[config.mk]
export PLATFORM = sky130hd
export DESIGN_NAME = qalu_front
export DESIGN_NICKNAME = d
export VERILOG_FILES = /design/src/hdl/qalu_pkg.sv /design/src/hdl/qalu_front.sv
export SDC_FILE = /design/constraint.sdc
export NUM_CORES = 1
export LEC_CHECK = 0
export ABC_AREA = 1
export BUFFER_PORTS_ARGS = -buffer_cell sky130_fd_sc_hd__buf_4
export CAP_MARGIN = 5
export CORE_AREA = 2 2 230 232
export DETAILED_ROUTE_END_ITERATION = 10
export DIE_AREA = 0 0 232 234
export SLEW_MARGIN = 20
export SYNTH_ARGS = -nofsm -noshare
export SYNTH_HDL_FRONTEND = slang
export SYNTH_SLANG_ARGS = --single-unit
[constraint.sdc]
create_clock -name vclk -period 2.65
set_input_delay 0.265 -clock vclk [all_inputs]
set_output_delay 0.265 -clock vclk [all_outputs]
set_load 0.1 [all_outputs]
[src/hdl/qalu_pkg.sv]
package qalu_pkg;

	localparam int WORD_BITS = 32;
	localparam int FRACTION_BITS = 16;

	localparam int PW = 2 * WORD_BITS;
	localparam int VW = 2 * WORD_BITS + 3;
	localparam int SW = 2 * WORD_BITS + 1;
	localparam int RW = WORD_BITS + 1;
	localparam int RMS = WORD_BITS + 4;
	localparam int NB = WORD_BITS + 2 * FRACTION_BITS;
	localparam int DW = SW;
	localparam int RMW = SW + 1;

	localparam int QDEPTH = 2;
	localparam int QAW = (QDEPTH > 2) ? $clog2(QDEPTH) : 1;
	localparam int QCW = $clog2(QDEPTH + 1);

	localparam int LATENCY = 4 + RW + NB;

	localparam logic [3:0] ACT_ADD = 4'd0;
	localparam logic [3:0] ACT_SUB = 4'd1;
	localparam logic [3:0] ACT_MUL = 4'd2;
	localparam logic [3:0] ACT_SCALE = 4'd3;
	localparam logic [3:0] ACT_NEG = 4'd4;
	localparam logic [3:0] ACT_CONJ = 4'd5;
	localparam logic [3:0] ACT_NORMSQ = 4'd6;
	localparam logic [3:0] ACT_NORM = 4'd7;
	localparam logic [3:0] ACT_INVERSE = 4'd8;
	localparam logic [3:0] ACT_NORMALIZE = 4'd9;
	localparam logic [3:0] ACT_EQUAL = 4'd10;

	localparam logic [1:0] ST_OK = 2'd0;
	localparam logic [1:0] ST_ZERO = 2'd1;
	localparam logic [1:0] ST_SAT = 2'd2;

	// Bit 4*i+k is set when term a[k]*b[i^k] is subtracted in lane i of the product.
	localparam logic [15:0] MUL_NEG = 16'b0100_0010_1000_1110;

	localparam logic signed [VW-1:0] LMAX =
		{{(VW - WORD_BITS + 1){1'b0}}, {(WORD_BITS - 1){1'b1}}};
	localparam logic signed [VW-1:0] LMIN =
		{{(VW - WORD_BITS + 1){1'b1}}, {(WORD_BITS - 1){1'b0}}};
	localparam logic [VW-1:0] RND_HALF =
		{{(VW - FRACTION_BITS){1'b0}}, 1'b1, {(FRACTION_BITS - 1){1'b0}}};

	typedef enum logic [3:0] {
		K_NONE, K_ADD, K_SUB, K_MUL, K_SCALE, K_NEG, K_CONJ,
		K_NSQ, K_NORM, K_INV, K_NRM, K_EQ
	} kind_t;

	typedef logic [WORD_BITS-1:0] lane_t;

	typedef struct packed {
		kind_t kind;
		logic eq;
		lane_t [3:0] a;
		lane_t [3:0] b;
		lane_t f;
	} entry_t;

	typedef struct packed {
		kind_t kind;
		logic eq;
		logic rnd;
		logic [3:0][VW-1:0] val;
		lane_t [3:0] a;
		logic [SW-1:0] s;
		logic [RW-1:0] root;
	} pipe_t;

	function automatic logic [VW-1:0] sxl(input lane_t x);
		return {{(VW - WORD_BITS){x[WORD_BITS-1]}}, x};
	endfunction

endpackage

[src/hdl/qalu_front.sv]
module qalu_front (
	input  logic [3:0] action,
	input  qalu_pkg::lane_t a_w,
	input  qalu_pkg::lane_t a_x,
	input  qalu_pkg::lane_t a_y,
	input  qalu_pkg::lane_t a_z,
	input  qalu_pkg::lane_t b_w,
	input  qalu_pkg::lane_t b_x,
	input  qalu_pkg::lane_t b_y,
	input  qalu_pkg::lane_t b_z,
	input  qalu_pkg::lane_t factor,
	output qalu_pkg::entry_t entry
);

	qalu_pkg::kind_t kind;

	always_comb begin
		case (action)
			qalu_pkg::ACT_ADD: kind = qalu_pkg::K_ADD;
			qalu_pkg::ACT_SUB: kind = qalu_pkg::K_SUB;
			qalu_pkg::ACT_MUL: kind = qalu_pkg::K_MUL;
			qalu_pkg::ACT_SCALE: kind = qalu_pkg::K_SCALE;
			qalu_pkg::ACT_NEG: kind = qalu_pkg::K_NEG;
			qalu_pkg::ACT_CONJ: kind = qalu_pkg::K_CONJ;
			qalu_pkg::ACT_NORMSQ: kind = qalu_pkg::K_NSQ;
			qalu_pkg::ACT_NORM: kind = qalu_pkg::K_NORM;
			qalu_pkg::ACT_INVERSE: kind = qalu_pkg::K_INV;
			qalu_pkg::ACT_NORMALIZE: kind = qalu_pkg::K_NRM;
			qalu_pkg::ACT_EQUAL: kind = qalu_pkg::K_EQ;
			default: kind = qalu_pkg::K_NONE;
		endcase
	end

	always_comb begin
		entry.kind = kind;
		entry.eq = (kind == qalu_pkg::K_EQ) && (a_w == b_w) && (a_x == b_x)
			&& (a_y == b_y) && (a_z == b_z);
		entry.a = {a_z, a_y, a_x, a_w};
		entry.b = {b_z, b_y, b_x, b_w};
		entry.f = factor;
	end

endmodule

==> results.md <==
Outcome:
- The flow ran to the end, and the final reports show no timing, DRC or antenna violations.

Synthesis:
- The share of the Yosys chip area taken by registers is 0.
- The cell area that synthesis handed to floorplanning was 0.00446 mm².
- The average size of a mapped cell is 5.42 µm².
- The number of different library cells in the post-synthesis netlist is 19.
- The number of nets in the synthesized netlist is 1116.
- The instance count of the mapped netlist is 822.
- The number of warnings printed during yosys synthesis is 0.

Timing:
- For this run, the top clock speed supported by timing is 0.446 GHz.
- Of the available clock period, the critical path in the final layout requires 0.847.
- The number of hold violations in the final report is 0.
- The count of pins over their slew limit is 0.
- Setup repair after global routing left no endpoint under its margin.
- The worst slew margin relative to its limit is 0.669.
- The final number of setup-violating endpoints is 0.
- The shortest clock period the worst path allows after layout is 2.24 ns.
- For the pin with the worst max-slew slack, the measured transition is 0.493 ns.
- For the final routed database, the setup TNS stands at 0 ns.

Global routing:
- The overall global routing resource usage is 0.0940.
- The first global-routing pass estimated 35.5 mm of wire.
- The met1 track demand over resource is 0.0973.
- For this run the aggregate overflow at the end of global routing stands at 0.
- The pin count of the biggest net entering global routing is 5.
- The layer flagged by global routing as most heavily used is met2.
- The initial antenna violation count is 4.
- The met3 layer usage reported by global route is 0.0221.
- The via count of the first global-routing pass is 4876.
- For this run, global-route usage on met2 was measured as 0.192.

Worst setup path:
- For the worst setup path, the data required time is 2.38 ns.
- STA classifies the critical path endpoint as an output port.
- The launch point of the worst path is action[0].
- The total number of cells along the worst setup path is 11.
- The cell with the largest stage delay on the worst path is sky130_fd_sc_hd__buf_4.
- Data arrives at the worst endpoint at 1.98 ns.
- The largest single stage delay on the critical path is 0.30 ns.
- The kind of cell adding the most delay to the critical path is simple AND/OR/NAND/NOR gates.
- Counting both buffers and inverters, the worst setup path holds a total of 3.
- The signal on the critical path passes through buf_4, ha_1, inv_2, nor2_4, nand2_1, nor2_1, nand3_1, nor2_1, nand3_1, nor2_2, buf_4.
- The endpoint of the most critical setup path is entry[288].
- The peak fanout along the critical path is 4.
- The element type at the critical path start is an input port.
- The worst setup path is of the in -> out kind.

Floorplanning:
- In this run the horizontal extent of the chip is 232 µm.
- The die extent in y is 234 µm.
- The total area inside the core boundary comes to 0.0520 mm².
- The I/O pin count is 585.
- For this configuration, the core starts out at a cell density of 0.0857.
- The area of the die is 0.0543 mm².
- The floorplan has 84 rows.

Pwr:
- The static leakage is 4.08 nW.
- IR analysis of the VDD net gives a maximum drop of 0.139 mV.
- The design draws 2.66 mW.
- The areal power density over the cells is 375 mW/mm².

Flow run:
- The tool flagged a number of max-cap violations equal to 0.

Finish:
- The area growth from synthesis to layout is 59.4%.
- Leaving out fill and tap cells, the most frequent cell in the layout is sky130_fd_sc_hd__buf_4.
- The flip-flop and latch area is 0 µm².
- In the final design database the tool counted 1353 nets.
- The number of fill cells in the layout is 6176.
- Of the cells placed in the final design, the portion with a size suffix greater than 1 is 0.508.
- The finished cells cover 0.00711 mm².
- In the layout the commonest cells are sky130_fd_sc_hd__buf_4 (523), sky130_fd_sc_hd__nand2_1 (220), sky130_fd_sc_hd__inv_1 (130), sky130_fd_sc_hd__nor2_1 (73), sky130_fd_sc_hd__o21ai_1 (37).
- The layout has 0 clock buffers.
- In the final layout, the multi-input gates occupy 0.00180 mm².
- Excluding fillers, the count of instances in the completed layout stands at 1747.
- The sequential cell count is 0.

Routing:
- The per-cell routed wire length is 16.2 µm.
- The final route contains 5219 vias.
- The detailed-routing iteration count for the pre-antenna-repair pass is 4.
- The total detailed-routing wirelength is 28.4 mm.
- The final routed DRC violation total is 0.
- Using the TritonRoute via totals, the vias-per-cell ratio works out to 2.99.
- In this run the remaining antenna-violating nets after routing total 0.
- For this block, the initial DRC count from the detailed router was 124.

Place:
- The half-perimeter wire length after detailed placement is 26.7 mm.
- At the end of routability-driven placement, the weighted congestion stood at 0.927.
- Once placement finished, the instance area stood at 0.00710 mm².
- The number of buffers added on ports is 521.
- The number of placed instances, taps included, is 1745.

Clock tree:
- The post-cts repair resize count is 0.
- The number of post-CTS setup repair buffers is 0.
- After clock tree synthesis, the flow added hold-fix buffers numbering 0.

Min path:
- The class of the worst hold path is in -> out.
-- power breakdown --
group	switching [mW]	internal, mW	total, mW
combinational	2.03	0.634	2.66
sequential	0	0	0
clock	0	0.000000101	0.000000101
-- how the worst min path moves through the flow --
stage                     slack (ns)  cells past startpoint         end        from
after floorplan                 0.72                      1  entry[291]   action[3]
after global placement          0.53                      0   entry[11]  factor[11]
after detailed placement        0.53                      0   entry[11]  factor[11]
after CTS                       0.53                      0   entry[11]  factor[11]
after global routing            0.53                      0   entry[21]  factor[21]
final                           0.53                      0   entry[16]  factor[16]
-- cell usage after synthesis, drive strengths merged --
master | count | share of area
a21oi | 1 | 0.0011
nor3 | 3 | 0.0034
or2 | 2 | 0.0028
xnor2 | 27 | 0.055
xor2 | 6 | 0.012
buf | 288 | 0.49
o21ai | 52 | 0.058
nor2 | 77 | 0.068
nand2 | 220 | 0.19
nand3 | 5 | 0.0056
ha | 2 | 0.0056
a211oi | 1 | 0.0017
nand4 | 1 | 0.0014
inv | 137 | 0.12
-- area by class of cell --
cell class,count,share of cell area
Antenna cell,2,0.000704
Inverter,137,0.0724
Multi-Input combinational cell,397,0.253
Tap cell,688,0.121
Timing Repair Buffer,523,0.553
-- metrics by stage --
step                hold WS (ns)  setup WS (ns)   util
floorplan                  0.718         0.0590      -
global placement           0.531          0.271  0.136
detailed placement         0.531          0.272  0.136
CTS                        0.531          0.272  0.136
global route               0.530          0.220  0.137
finish                     0.530          0.407  0.137
-- kinds of logic (layout without fill, tap and decap cells) --
group	Yosys count	after routing	synth area share
buf+inv	425	660	0.601
other cells	0	2	0
xor+xnor	33	33	0.0665
simple gates	308	308	0.266
compound gates	54	54	0.0612
fa+ha+maj	2	2	0.00561
-- layer usage --
layer,share of wire,vias up
met2,0.53,373
li1,-,2593
met1,0.36,2229
met3,0.092,20
met4,0.018,4
met5,0.00095,-
No activity file was read; power rests on OpenSTA's default activity.
