[src/hdl/qalu_pkg.sv]
package qalu_pkg;

	localparam int WORD_BITS = 32;
	localparam int FRACTION_BITS = 16;

	localparam int PW = 2 * WORD_BITS;
	localparam int VW = 2 * WORD_BITS + 3;
	localparam int SW = 2 * WORD_BITS + 1;
	localparam int RW = WORD_BITS + 1;
	localparam int RMS = WORD_BITS + 4;
	localparam int NB = WORD_BITS + 2 * FRACTION_BITS;
	localparam int DW = SW;
	localparam int RMW = SW + 1;

	localparam int QDEPTH = 2;
	localparam int QAW = (QDEPTH > 2) ? $clog2(QDEPTH) : 1;
	localparam int QCW = $clog2(QDEPTH + 1);

	localparam int LATENCY = 4 + RW + NB;

	localparam logic [3:0] ACT_ADD = 4'd0;
	localparam logic [3:0] ACT_SUB = 4'd1;
	localparam logic [3:0] ACT_MUL = 4'd2;
	localparam logic [3:0] ACT_SCALE = 4'd3;
	localparam logic [3:0] ACT_NEG = 4'd4;
	localparam logic [3:0] ACT_CONJ = 4'd5;
	localparam logic [3:0] ACT_NORMSQ = 4'd6;
	localparam logic [3:0] ACT_NORM = 4'd7;
	localparam logic [3:0] ACT_INVERSE = 4'd8;
	localparam logic [3:0] ACT_NORMALIZE = 4'd9;
	localparam logic [3:0] ACT_EQUAL = 4'd10;

	localparam logic [1:0] ST_OK = 2'd0;
	localparam logic [1:0] ST_ZERO = 2'd1;
	localparam logic [1:0] ST_SAT = 2'd2;

	// Bit 4*i+k is set when term a[k]*b[i^k] is subtracted in lane i of the product.
	localparam logic [15:0] MUL_NEG = 16'b0100_0010_1000_1110;

	localparam logic signed [VW-1:0] LMAX =
		{{(VW - WORD_BITS + 1){1'b0}}, {(WORD_BITS - 1){1'b1}}};
	localparam logic signed [VW-1:0] LMIN =
		{{(VW - WORD_BITS + 1){1'b1}}, {(WORD_BITS - 1){1'b0}}};
	localparam logic [VW-1:0] RND_HALF =
		{{(VW - FRACTION_BITS){1'b0}}, 1'b1, {(FRACTION_BITS - 1){1'b0}}};

	typedef enum logic [3:0] {
		K_NONE, K_ADD, K_SUB, K_MUL, K_SCALE, K_NEG, K_CONJ,
		K_NSQ, K_NORM, K_INV, K_NRM, K_EQ
	} kind_t;

	typedef logic [WORD_BITS-1:0] lane_t;

	typedef struct packed {
		kind_t kind;
		logic eq;
		lane_t [3:0] a;
		lane_t [3:0] b;
		lane_t f;
	} entry_t;

	typedef struct packed {
		kind_t kind;
		logic eq;
		logic rnd;
		logic [3:0][VW-1:0] val;
		lane_t [3:0] a;
		logic [SW-1:0] s;
		logic [RW-1:0] root;
	} pipe_t;

	function automatic logic [VW-1:0] sxl(input lane_t x);
		return {{(VW - WORD_BITS){x[WORD_BITS-1]}}, x};
	endfunction

endpackage

[src/hdl/qalu_fifo.sv]
module qalu_fifo (
	input  logic clk,
	input  logic arst_n,
	input  logic push,
	input  logic pop,
	input  qalu_pkg::entry_t wdata,
	output qalu_pkg::entry_t rdata,
	output logic full,
	output logic empty
);

	qalu_pkg::entry_t mem_q [qalu_pkg::QDEPTH];
	logic [qalu_pkg::QAW-1:0] wr_ptr_q;
	logic [qalu_pkg::QAW-1:0] rd_ptr_q;
	logic [qalu_pkg::QCW-1:0] count_q;

	assign full = (count_q == qalu_pkg::QCW'(qalu_pkg::QDEPTH));
	assign empty = (count_q == '0);
	assign rdata = mem_q[rd_ptr_q];

	always_ff @(posedge clk or negedge arst_n) begin
		if (!arst_n) begin
			wr_ptr_q <= '0;
			rd_ptr_q <= '0;
			count_q <= '0;
		end else begin
			if (push) begin
				wr_ptr_q <= (wr_ptr_q == qalu_pkg::QAW'(qalu_pkg::QDEPTH - 1)) ? '0
					: wr_ptr_q + 1'b1;
			end
			if (pop) begin
				rd_ptr_q <= (rd_ptr_q == qalu_pkg::QAW'(qalu_pkg::QDEPTH - 1)) ? '0
					: rd_ptr_q + 1'b1;
			end
			count_q <= count_q + qalu_pkg::QCW'(push) - qalu_pkg::QCW'(pop);
		end
	end

	always_ff @(posedge clk) begin
		if (push) begin
			mem_q[wr_ptr_q] <= wdata;
		end
	end

endmodule

[config.mk]
export PLATFORM = sky130hd
export DESIGN_NAME = qalu_fifo
export DESIGN_NICKNAME = d
export VERILOG_FILES = /design/src/hdl/qalu_pkg.sv /design/src/hdl/qalu_fifo.sv
export SDC_FILE = /design/constraint.sdc
export NUM_CORES = 1
export LEC_CHECK = 0
export ABC_AREA = 1
export ABC_CLOCK_PERIOD_IN_PS = 13000
export BUFFER_PORTS_ARGS = -buffer_cell sky130_fd_sc_hd__buf_2
export CORE_AREA = 2 2 232 234
export DETAILED_ROUTE_END_ITERATION = 7
export DIE_AREA = 0 0 234 236
export PLACE_DENSITY = 0.71
export SLEW_MARGIN = 0
export SYNTH_ARGS = -nofsm -noshare
export SYNTH_HDL_FRONTEND = slang
export SYNTH_SLANG_ARGS = --single-unit
export TNS_END_PERCENT = 50
[constraint.sdc]
create_clock -name clk -period 13 [get_ports clk]
set_clock_uncertainty 0.2 [all_clocks]
set_input_delay 0.65 -clock clk [delete_from_list [all_inputs] [get_ports clk]]
set_output_delay 0.65 -clock clk [all_outputs]
set_load 0.01 [all_outputs]
==> metrics.log <==
INFO  metric final_net_count = between 2000 and 3000
INFO  metric postRouteAntennaNets = 0
INFO  metric postSynthNetCount = about 1900
INFO  metric timing.critical_path.fanout_max = a little over 100
INFO  metric grt.met3_usage = 5.20%
INFO  metric synthDominantAreaCellType = edfxtp_1
INFO  metric critical_path_required = around 12 ns
INFO  metric power.density = between 200 and 250 nW/um^2
INFO  metric met1_track_demand_over_resource = 19.4%
INFO  metric r2r_slack = 10.03 ns
INFO  metric share_of_post_route_cells_with_drive_strength_above_1 = 30.1%
INFO  metric crit_family = buffers and inverters
INFO  metric achievable-frequency = 195 MHz
INFO  metric fin_setup_tns = 0 ns
INFO  metric worst_path_most_repeated_cell = buf_4
INFO  metric grt_setup_unrepaired = no
INFO  metric power = roughly 6 mW
INFO  metric drtPass1Iterations = 4
INFO  metric whs_path_depth = 1
INFO  metric period_share = around 39%
INFO  metric dr_total_vias = ~14000
INFO  metric initial_utilization = 41.2%
INFO  metric number_of_filler_cells_placed_in_the_layout = about 4400
INFO  metric synth-edff-count = 586
INFO  metric grt_max_degree = 230
INFO  metric synth.distinct_cells = 14
INFO  metric floorplan.die_area = around 55000 sq um
INFO  metric synth_largest_type_area_fraction = between 80% and 90%
INFO  metric data_arrival_at_the_endpoint_of_the_critical_path = 4.27 ns
INFO  metric first_pass_grt_wire_length = roughly 72000 um
INFO  metric global_route.peak_usage_layer = met2
INFO  metric clock_tree_from_tritoncts = built
INFO  metric cts_max_level = 2
INFO  metric globalRouteTotalUtil = roughly 17%
INFO  metric min_from = wdata[257]
INFO  metric max_slew_margin = about an eighth
INFO  metric number_of_antenna_violations_at_the_first_check_in_global_routing = 15
INFO  metric timing.reg2reg.worst_path_depth = 3
INFO  metric cp.buffers_inverters = 4
INFO  metric first_global_vias = roughly 13000
INFO  metric beginning_of_the_worst_register_to_register_path = wr_ptr_q
INFO  metric critical_path.reg2reg.endpoint = mem_q[1][68]
INFO  metric synth_ff_type = edfxtp_1
INFO  metric core_area = ~53000 sq um
INFO  metric grt_use_met2 = between 20% and 30%
INFO  metric report.final.slew_viol_count = 0
INFO  metric leakage = roughly 12 nW
INFO  metric hold_path_class = input pin to flip-flop
INFO  metric chipWidth = 234 um
INFO  metric critical_path.slowest_cell = dfrtp_4
INFO  metric cts.path.max_buffers = 3
INFO  metric synth-warning-count = 0
INFO  metric cts_made_buffers = 58
INFO  metric setup_violations = 0
INFO  metric min_to = mem_q[1][257]
INFO  metric via_per_inst = 4.62
INFO  metric worst_path_largest_cell_delay = about 0.84 ns
INFO  metric path_cells = buf_4 -> buf_4 -> buf_4 -> nand2_1 -> o21ai_1 -> buf_2
INFO  metric run_status = completed
INFO  metric clk-insertion-delay-late = between 0.5 and 0.6 ns
INFO  metric cts.sink_count = 590
INFO  metric postSynthCellCount = 1555
INFO  metric final_hold_viol_count = 0
INFO  metric rows = between 80 and 90
INFO  metric wl_per_instance = between 15 and 20 um
INFO  metric synth.cell_area = roughly 22000 sq um
INFO  metric power.ir.vdd_worst = between 0.00015 and 0.0002 V
INFO  metric totalWireLength = between 40000 and 50000 um
INFO  metric maxCapViolations = 0
INFO  metric portBuffers = between 500 and 600
INFO  metric drc = 0
INFO  metric max_slew.worst_pin.slew = 1.30 ns
INFO  metric cts_root_buffer = clkbuf_16
INFO  metric crit_type = flip-flop to output port
INFO  metric place_hpwl = between 30000 and 40000 um
INFO  metric setup.worst_path.end_class = output port
INFO  metric postCtsSetupRepairBufs = 0
INFO  metric synthesis.area_per_instance = about 14 sq um
INFO  metric gp_congestion = about 0.85
INFO  metric fp.dieH = 236 um
INFO  metric synthTopCellsByArea = edfxtp_1, o21ai_0, inv_1, nand2_1, buf_2
INFO  metric area_delta_synth_final = 27.8%
INFO  metric path_clk_slew = 0.06 ns
INFO  metric post-route-min-period = 5.12 ns
INFO  metric drt_iter0_markers = 784
INFO  metric ys_async_sr_fraction = 0.678%
INFO  metric ys_top_cells_by_count = edfxtp_1, inv_1, nand2_1, o21ai_0, buf_2
INFO  metric start_kind = flip-flop
INFO  metric post-synth-top-count-cell = edfxtp_1
INFO  metric total_of_flip_flops_plus_latches_after_synthesis = 590
INFO  metric design.portCount = roughly 590
INFO  metric synth.yosys.seq_area_share = between 80% and 90%
INFO  metric globalRoute.totalOverflow = 0
-- cell type report --
class	instances	area, sq um	area share [%]
Sequential cell	590	17700	63.4
Timing Repair Buffer	666	3730	13.3
Multi-Input combinational cell	600	2660	9.51
Clock buffer	80	1600	5.71
Inverter	300	1130	4.06
Tap cell	696	871	3.12
Clock inverter	29	224	0.802
Antenna cell	11	27.5	0.0985
-- report_power, final --
part           internal (mW)  total, mW  switching [mW]
Combinational          0.548       1.71            1.17
Sequential              2.53       2.64           0.111
Clock                  0.916       1.59           0.678
Total                   3.99       5.95            1.96
-- logic make-up (layout without fill, tap and decap cells) --
kind of cell               Yosys count  count (layout)  synth area share (%)
DFF                                590             590                  81.0
buffers and inverters              365            1075                  6.88
and+or+nand+nor                    303             303                  5.21
AOI/OAI and AO/OA                  293             293                  6.71
adders and majority gates            2               2                 0.115
xor gates and xnor gates             2               2                0.0802
other                                0              11                     0
-- worst max path at each step --
stage | start | endpoint | slack, ns | cells after the start
global placement | rd_ptr_q | rdata[109] | 8.62 | 5
detailed placement | rd_ptr_q | rdata[62] | 8.50 | 5
CTS | rd_ptr_q | rdata[62] | 7.84 | 5
global route | rd_ptr_q | rdata[45] | 7.45 | 6
floorplan | push | mem_q[0][0] | 4.04 | 2
finish | rd_ptr_q | rdata[45] | 7.88 | 6
-- state kept, by name, indices dropped and copies added, names as in the netlist --
signal	flops
rd_ptr_q	1
wr_ptr_q	1
count_q	2
mem_q	586
-- metal layers --
metal / share of wire, % / vias up / wire [um]
li1: - / 6612 / -
met1: 37 / 6477 / 18300
met2: 51 / 508 / 25200
met3: 7.9 / 136 / 3940
met4: 4.3 / 6 / 2120
met5: 0.064 / - / 32
-- placed cells by master, fill, tap and decap left out, drive strengths merged --
| cell | instances |
|---|---|
| buf | 599 |
| dlygate4sd3 | 67 |
| clkinv | 23 |
| o21ai | 293 |
| diode | 11 |
| nand3 | 1 |
| clkbuf | 80 |
| edfxtp | 586 |
| dfrtp | 4 |
| inv | 303 |
| bufinv | 3 |
| nor2 | 3 |
| ha | 2 |
| xor2 | 2 |
| nand2 | 299 |
-- through the flow --
stage / hold WS (ns) / instances / util (%) / cell area, sq um / worst slack, ns
2_1_floorplan: 0.154 / 1555 / - / 21900 / 4.04
3_3_place_gp: 0.263 / 2785 / 47.9 / 25400 / 8.62
3_5_place_dp: 0.262 / 2785 / 47.9 / 25400 / 8.50
4_1_cts: 0.000157 / 2961 / 52.6 / 27900 / 7.84
5_1_grt: 0.000668 / 2971 / 52.6 / 27900 / 7.45
6_report: 0.0410 / 2972 / 52.6 / 27900 / 7.88
-- worst reg2reg max path, cell delays in order (launching register included) --
cell and delay (ns):
dfrtp_1 0.42, nand2_1 0.17, inv_8 0.55, buf_12 0.69
-- repair_timing --
| item | 4_1_cts | 5_1_grt |
|---|---|---|
| hold buffers | 67 | 0 |
| endpoints found under the hold margin | 127 | 0 |
| resized for setup | 0 | 0 |
Note: power is estimated with default switching activity, not from simulation.
